<file path="src/rtl/cco_pkg.sv">
package cco_pkg;

    localparam int unsigned WORD_W = 32;
    localparam logic [WORD_W-1:0] ALL_ONES = '1;

    typedef enum logic [2:0] {
        ST_OK              = 3'd0,
        ST_PSEUDO_MISMATCH = 3'd1,
        ST_REAL_ON_NULL    = 3'd2,
        ST_OUT_OF_RANGE    = 3'd3,
        ST_INVALID_RANGE   = 3'd4
    } cco_status_t;

    // One dimension request, major to minor.
    typedef struct packed {
        logic signed [WORD_W-1:0] coordinate;
        logic [WORD_W-1:0]        range_left;
        logic [WORD_W-1:0]        range_right;
        logic                     last_dim;
    } cco_dim_t;

    // One offset result, given on the minor-most dimension.
    typedef struct packed {
        logic [WORD_W-1:0] cell_offset;
        logic [2:0]        status;
    } cco_result_t;

    // Decoded dimension, passed from the classifier to the accumulator.
    typedef struct packed {
        logic              update;
        cco_status_t       code;
        logic [WORD_W-1:0] card;
        logic [WORD_W-1:0] delta;
        logic              last_dim;
    } cco_term_t;

endpackage

</file>
<file path="src/rtl/cco_classify.sv">
module cco_classify
    import cco_pkg::*;
(
    input  cco_dim_t  dim,
    output cco_term_t term
);

    logic [WORD_W-1:0] coord_u;
    logic              pseudo;
    logic              null_rng;

    assign coord_u  = WORD_W'(dim.coordinate);
    assign pseudo   = (coord_u == ALL_ONES);
    assign null_rng = (dim.range_left == ALL_ONES) && (dim.range_right == ALL_ONES);

    // The checks are ordered; only the first one that fires gives the code.
    always_comb
    begin
        term.update   = 1'b0;
        term.code     = ST_OK;
        term.card     = dim.range_right - dim.range_left + WORD_W'(1);
        term.delta    = coord_u - dim.range_left;
        term.last_dim = dim.last_dim;
        if (pseudo)
        begin
            if (!null_rng)
            begin
                term.code = ST_PSEUDO_MISMATCH;
            end
        end
        else if (null_rng)
        begin
            term.code = ST_REAL_ON_NULL;
        end
        else if (dim.range_right < dim.range_left)
        begin
            term.code = ST_INVALID_RANGE;
        end
        else if ((coord_u < dim.range_left) || (coord_u > dim.range_right))
        begin
            term.code = ST_OUT_OF_RANGE;
        end
        else
        begin
            term.update = 1'b1;
        end
    end

endmodule

</file>
<file path="src/rtl/cco_accum.sv">
module cco_accum
    import cco_pkg::*;
(
    input  logic        clk,
    input  logic        rst_n,
    input  logic        advance,
    input  cco_term_t   term,
    input  logic        res_ready,
    output logic        res_valid,
    output cco_result_t res
);

    logic [WORD_W-1:0] offset_reg;
    logic [WORD_W-1:0] offset_next;
    cco_status_t       error_reg;
    cco_status_t       error_next;
    logic              out_valid_reg;
    logic              out_valid_next;
    cco_result_t       result_reg;
    cco_result_t       result_next;
    logic [WORD_W-1:0] product;
    logic [WORD_W-1:0] horner;
    cco_status_t       error_seen;

    // Horner step, modulo 2^32.
    assign product    = offset_reg * term.card;
    assign horner     = term.update ? (product + term.delta) : offset_reg;
    assign error_seen = (error_reg == ST_OK) ? term.code : error_reg;

    always_comb
    begin
        offset_next    = offset_reg;
        error_next     = error_reg;
        result_next    = result_reg;
        out_valid_next = out_valid_reg && !res_ready;
        if (advance)
        begin
            if (term.last_dim)
            begin
                offset_next             = '0;
                error_next              = ST_OK;
                result_next.cell_offset = (error_seen == ST_OK) ? horner : '0;
                result_next.status      = 3'(error_seen);
                out_valid_next          = 1'b1;
            end
            else
            begin
                offset_next = horner;
                error_next  = error_seen;
            end
        end
    end

    always_ff @(posedge clk or negedge rst_n)
    begin
        if (!rst_n)
        begin
            offset_reg    <= '0;
            error_reg     <= ST_OK;
            out_valid_reg <= 1'b0;
        end
        else
        begin
            offset_reg    <= offset_next;
            error_reg     <= error_next;
            out_valid_reg <= out_valid_next;
        end
    end

    always_ff @(posedge clk)
    begin
        result_reg <= result_next;
    end

    assign res_valid = out_valid_reg;
    assign res       = result_reg;

`ifndef SYNTHESIS
    // A finished coordinate set leaves the running state cleared.
    a_clear_after_last: assert property (@(posedge clk) disable iff (!rst_n)
        (advance && term.last_dim) |=> (offset_reg == '0) && (error_reg == ST_OK))
        else $error("running state not cleared after last dimension");

    // Once an error is held it survives every non-last dimension.
    a_error_sticky: assert property (@(posedge clk) disable iff (!rst_n)
        (advance && !term.last_dim && (error_reg != ST_OK)) |=> $stable(error_reg))
        else $error("held error was overwritten");

    // An erroneous result never reports a nonzero offset.
    a_zero_on_error: assert property (@(posedge clk) disable iff (!rst_n)
        (res_valid && (res.status != 3'(ST_OK))) |-> (res.cell_offset == '0))
        else $error("nonzero offset reported with error status");

    // A new result is only loaded when the old one is gone or being taken.
    a_no_overwrite: assert property (@(posedge clk) disable iff (!rst_n)
        (res_valid && !res_ready) |=> res_valid && $stable(res))
        else $error("pending result was overwritten");
`endif

endmodule

</file>
<file path="src/rtl/chunk_cell_offset.sv">
// chunk_cell_offset: row-major cell offset of one coordinate set in a chunk.
// Requests arrive on the dim channel (dim_valid / dim_ready / dim), one per
// dimension, major to minor, with last_dim set on the minor-most dimension.
// A pseudo coordinate (-1) on a null range (both ends all-ones) is skipped;
// every other valid dimension folds into a running offset by Horner's rule,
// offset = offset * card + (coordinate - range_left), modulo 2^32.
// On the last dimension one result request leaves on the res channel
// (res_valid / res_ready / res) with the offset and the first error code
// seen in the set; the offset reads 0 whenever the status is not ok.
// Throughput is one dimension per cycle unless a last one waits on a full
// output register: the request is registered at acceptance, then one
// 32x32 multiply-add updates the running offset or loads the result.
// Reset clears the running offset, the held error and both valid flags.
// When the receiver stalls, the result stays in its output register;
// non-last dimensions of the next set keep flowing, and only a last
// dimension waits in the input register until the output frees up.
module chunk_cell_offset
    import cco_pkg::*;
(
    input  logic        clk,
    input  logic        rst_n,
    input  logic        dim_valid,
    output logic        dim_ready,
    input  cco_dim_t    dim,
    output logic        res_valid,
    input  logic        res_ready,
    output cco_result_t res
);

    logic      hold_valid_reg;
    logic      hold_valid_next;
    cco_dim_t  hold_reg;
    cco_term_t term;
    logic      advance;

    // The held request moves on unless it would produce a result while the
    // output register is still occupied by one the receiver has not taken.
    assign advance   = hold_valid_reg && (!hold_reg.last_dim || !res_valid || res_ready);
    assign dim_ready = !hold_valid_reg || advance;

    always_comb
    begin
        hold_valid_next = hold_valid_reg;
        if (dim_ready)
        begin
            hold_valid_next = dim_valid;
        end
    end

    always_ff @(posedge clk or negedge rst_n)
    begin
        if (!rst_n)
        begin
            hold_valid_reg <= 1'b0;
        end
        else
        begin
            hold_valid_reg <= hold_valid_next;
        end
    end

    always_ff @(posedge clk)
    begin
        if (dim_valid && dim_ready)
        begin
            hold_reg <= dim;
        end
    end

    cco_classify u_classify (
        .dim  (hold_reg),
        .term (term)
    );

    cco_accum u_accum (
        .clk       (clk),
        .rst_n     (rst_n),
        .advance   (advance),
        .term      (term),
        .res_ready (res_ready),
        .res_valid (res_valid),
        .res       (res)
    );

endmodule

</file>
<file path="config.mk">
export PLATFORM = sky130hd
export DESIGN_NAME = chunk_cell_offset
export DESIGN_NICKNAME = d
export VERILOG_FILES = /design/src/rtl/cco_pkg.sv /design/src/rtl/cco_classify.sv /design/src/rtl/cco_accum.sv /design/src/rtl/chunk_cell_offset.sv
export SDC_FILE = /design/constraint.sdc
export NUM_CORES = 2
export LEC_CHECK = 0
export ABC_CLOCK_PERIOD_IN_PS = 12400
export BUFFER_PORTS_ARGS = -buffer_cell sky130_fd_sc_hd__buf_2
export CAP_MARGIN = 5
export CELL_PAD_IN_SITES_DETAIL_PLACEMENT = 1
export CELL_PAD_IN_SITES_GLOBAL_PLACEMENT = 1
export CORE_UTILIZATION = 51
export CTS_BUF_LIST = sky130_fd_sc_hd__clkbuf_16
export CTS_CLUSTER_DIAMETER = 40
export CTS_CLUSTER_SIZE = 12
export DETAILED_ROUTE_END_ITERATION = 7
export GPL_TIMING_DRIVEN = 0
export PLACE_DENSITY_LB_ADDON = 0.1
export SLEW_MARGIN = 20
export SYNTH_ARGS = -nofsm -noshare
export SYNTH_HDL_FRONTEND = slang
export SYNTH_SLANG_ARGS = --single-unit
</file>
<file path="constraint.sdc">
create_clock -name clk -period 12.4 [get_ports clk]
set_clock_uncertainty 0.05 [all_clocks]
set_input_delay 1.24 -clock clk [delete_from_list [all_inputs] [get_ports clk]]
set_output_delay 1.24 -clock clk [all_outputs]
set_load 0.1 [all_outputs]
</file>
==> run summary <==
port bufs - 137
Area contributors post-synth - fa_1 35%, edfxtp_1 14%, ha_1 12%, inv_1 8.7%, and2_1 4.8%
starting density of the core - 51.5%
Post-Route WL - 98.9 mm
Root Buffer - clkbuf_16
post-route ant nets - 0
Die Wd - 235 um
most frequent CP cell - fa_1
number of distinct library cells after synthesis - 76
vias per cell - 5.76
Synth Area in Adders - 46.8%
htree depth - 4
Synth Area in Compound Gates - 6.44%
Tcrit/Tclk final - 96.8%
synthesized net count - 3689
clk_lat worst skew - 470 ps
Synth top area share - 34.9%
Setup crit start - hold_reg[33]
main combinational cell family by area after synthesis - adder cells
async set-reset flop share out of synthesis - 21.9%
largest net degree at the start of global routing - 64
vias in the first global route - 24300
CTS Buf Count - 17
Worst Path Buf+Inv - 6
core box area - 53800 um^2
Post-layout nets - 3852
FF+latch count, synth - 169
post-DP HPWL - 83.8 mm
post-synthesis mux area share - 1.16%
row cnt - 85
DR vias - 21400
Relative slew margins - 22.7%
initial antenna violation count - 8
Post-Syn Area - 27700 um^2
Finished Core Util - 55.9%
max incr delay on CP - 920 ps
Final min period - 12010 ps
GRT Overall Usage - 37.1%
Peak Freq - 0.0833 GHz
final non-filler cell area - 30100 um^2
DRC - 0
synth cell count leaders - 642 x inv_1, 484 x fa_1, 318 x nand2_1
setup TNS - 0 ps
first-pass GRT wire length - 149 mm
Crit Path Class - reg -> reg
WP depth - 35
largest delay contributor family on the critical path - adder cells
CP max stage cell - clkbuf_1
P&R area growth vs syn - 8.49%
Worst R2R Path Depth - 35
status - complete, no violations
synth warn - 0
unrepaired setup endpoints after global routing - no
drt initial violations - 1387
post-cts hold buffer count - 0
Setup crit end kind - flop
Worst Path Required - 12540 ps
hold crit path type - reg -> reg
flip-flop count of the largest register after layout - 97
WP data arrival - 12150 ps
Synth Instances - 2840
CP startpoint kind - flop
CTS tree - yes
Max FO, Critical Path - 10
syn_area_per_cell - 9.77 um^2
Overflow after GRT - 0
Max Root-Sink Buffers - 2
dpl cell area - 29500 um^2
Reg clk slew, reported paths - 90 ps
maxcap violations - 0
Final Max Tran Viols - 0
Chip Height - 235 um
post-synthesis sequential area ratio - 17.6%
die footprint - 55300 um^2
r2r endpoint - u_accum.res[34]
Synth area leader - fa_1
drt first pass iters - 5
xor and xnor area share after synthesis - 3.65%
GPL Wtd Cong - 0.938
most frequent cell after synthesis - inv_1
num ports - 138
# fillers - 6100
Reg2Reg Setup Slack - 390 ps
Num Clock Sinks - 169
share of cells above drive strength 1 - 6.83%
worst r2r src - hold_reg[33]
worst setup path end - u_accum.res[34]
Primary FF master, synth - edfxtp_1
Worst-Margin Slew - 1160 ps
Final Setup Violations - 0
Fin. Hold Viols - 0
post-CTS setup buffer count - 0
Synth Area in Simple Gates - 14.2%
Post-synth EDFFs - 132
wire per inst - 26.6 um
## kinds of logic after synthesis
family | count (synthesis)
mux | 32
buf+inv | 746
flops | 169
simple gates | 783
fa+ha+maj | 748
xor+xnor | 106
compound gates | 256
## repair_timing
action / in CTS / in global routing
gates resized for setup: 0 / 4
setup endpoints to repair: 0 / 2
endpoints found under the hold margin: 0 / 0
## how the worst min path moves through the flow
stage | to | cells past startpoint | from | slack, ps
after floorplan | u_accum.offset_reg[30] | 2 | u_accum.offset_reg[30] | 430
after global placement | u_accum.offset_reg[31] | 1 | u_accum.offset_reg[31] | 460
after detailed placement | u_accum.offset_reg[22] | 1 | u_accum.offset_reg[22] | 470
after CTS | u_accum.offset_reg[22] | 1 | u_accum.offset_reg[22] | 500
after global routing | u_accum.offset_reg[31] | 1 | u_accum.offset_reg[31] | 530
final | u_accum.offset_reg[22] | 1 | u_accum.offset_reg[22] | 500
## layout make-up
type,instances,area [um^2],area share (%)
antenna,2,5.00,0.0166
sequential,169,4890,16.2
tap,696,871,2.89
buffer,103,393,1.31
inverter,643,2410,8.02
multi-input combinational,1925,20100,66.9
timing repair buffer,144,792,2.63
clock inverter,15,179,0.595
clock buffer,17,425,1.41
## metal layers
layer  part of all wire [%]  up-vias  wire length, um  track usage (%)
li1                       -     9093                -                -
met1                     41    11200            40300             48.9
met2                     47      824            46200             60.2
met3                    6.7      229             6620             5.02
met4                    5.8        6             5740             19.3
met5                  0.042        -               42                0
## worst reg2reg max path, delay by kind of cell, from the launching register on
family / cells / cell delay (ps)
xor gates and xnor gates: 4 / 1340
AOI/OAI and AO/OA: 8 / 2390
DFF: 1 / 520
and+or+nand+nor: 4 / 470
buffers and inverters: 6 / 1720
muxes: 1 / 170
adders and majority gates: 12 / 5070
## placed cells by master (no fill, tap or decap), drive strengths merged, types with 37 or more instances in the layout
| master | n |
|---|---|
| inv | 652 |
| fa | 484 |
| nand2 | 318 |
| ha | 264 |
| and2 | 212 |
| buf | 147 |
| edfxtp | 132 |
| clkbuf | 117 |
| xnor2 | 77 |
| nor2 | 71 |
| nor2b | 59 |
| a21oi | 52 |
| o21ai | 47 |
| a21o | 41 |
| nand4 | 41 |
| dfrtp | 37 |
## metrics by stage
step           worst slack, ps  cells  hold slack [ps]
6_report                   391   3714              498
4_1_cts                    146   3712              495
5_1_grt                   89.7   3712              529
3_5_place_dp               239   3680              471
3_3_place_gp               230   3673              465
2_1_floorplan             2490   2840              435
Power is left out: the tool's default activity adds up to more than one toggle a clock period on the data nets, which glitch-free logic cannot reach.
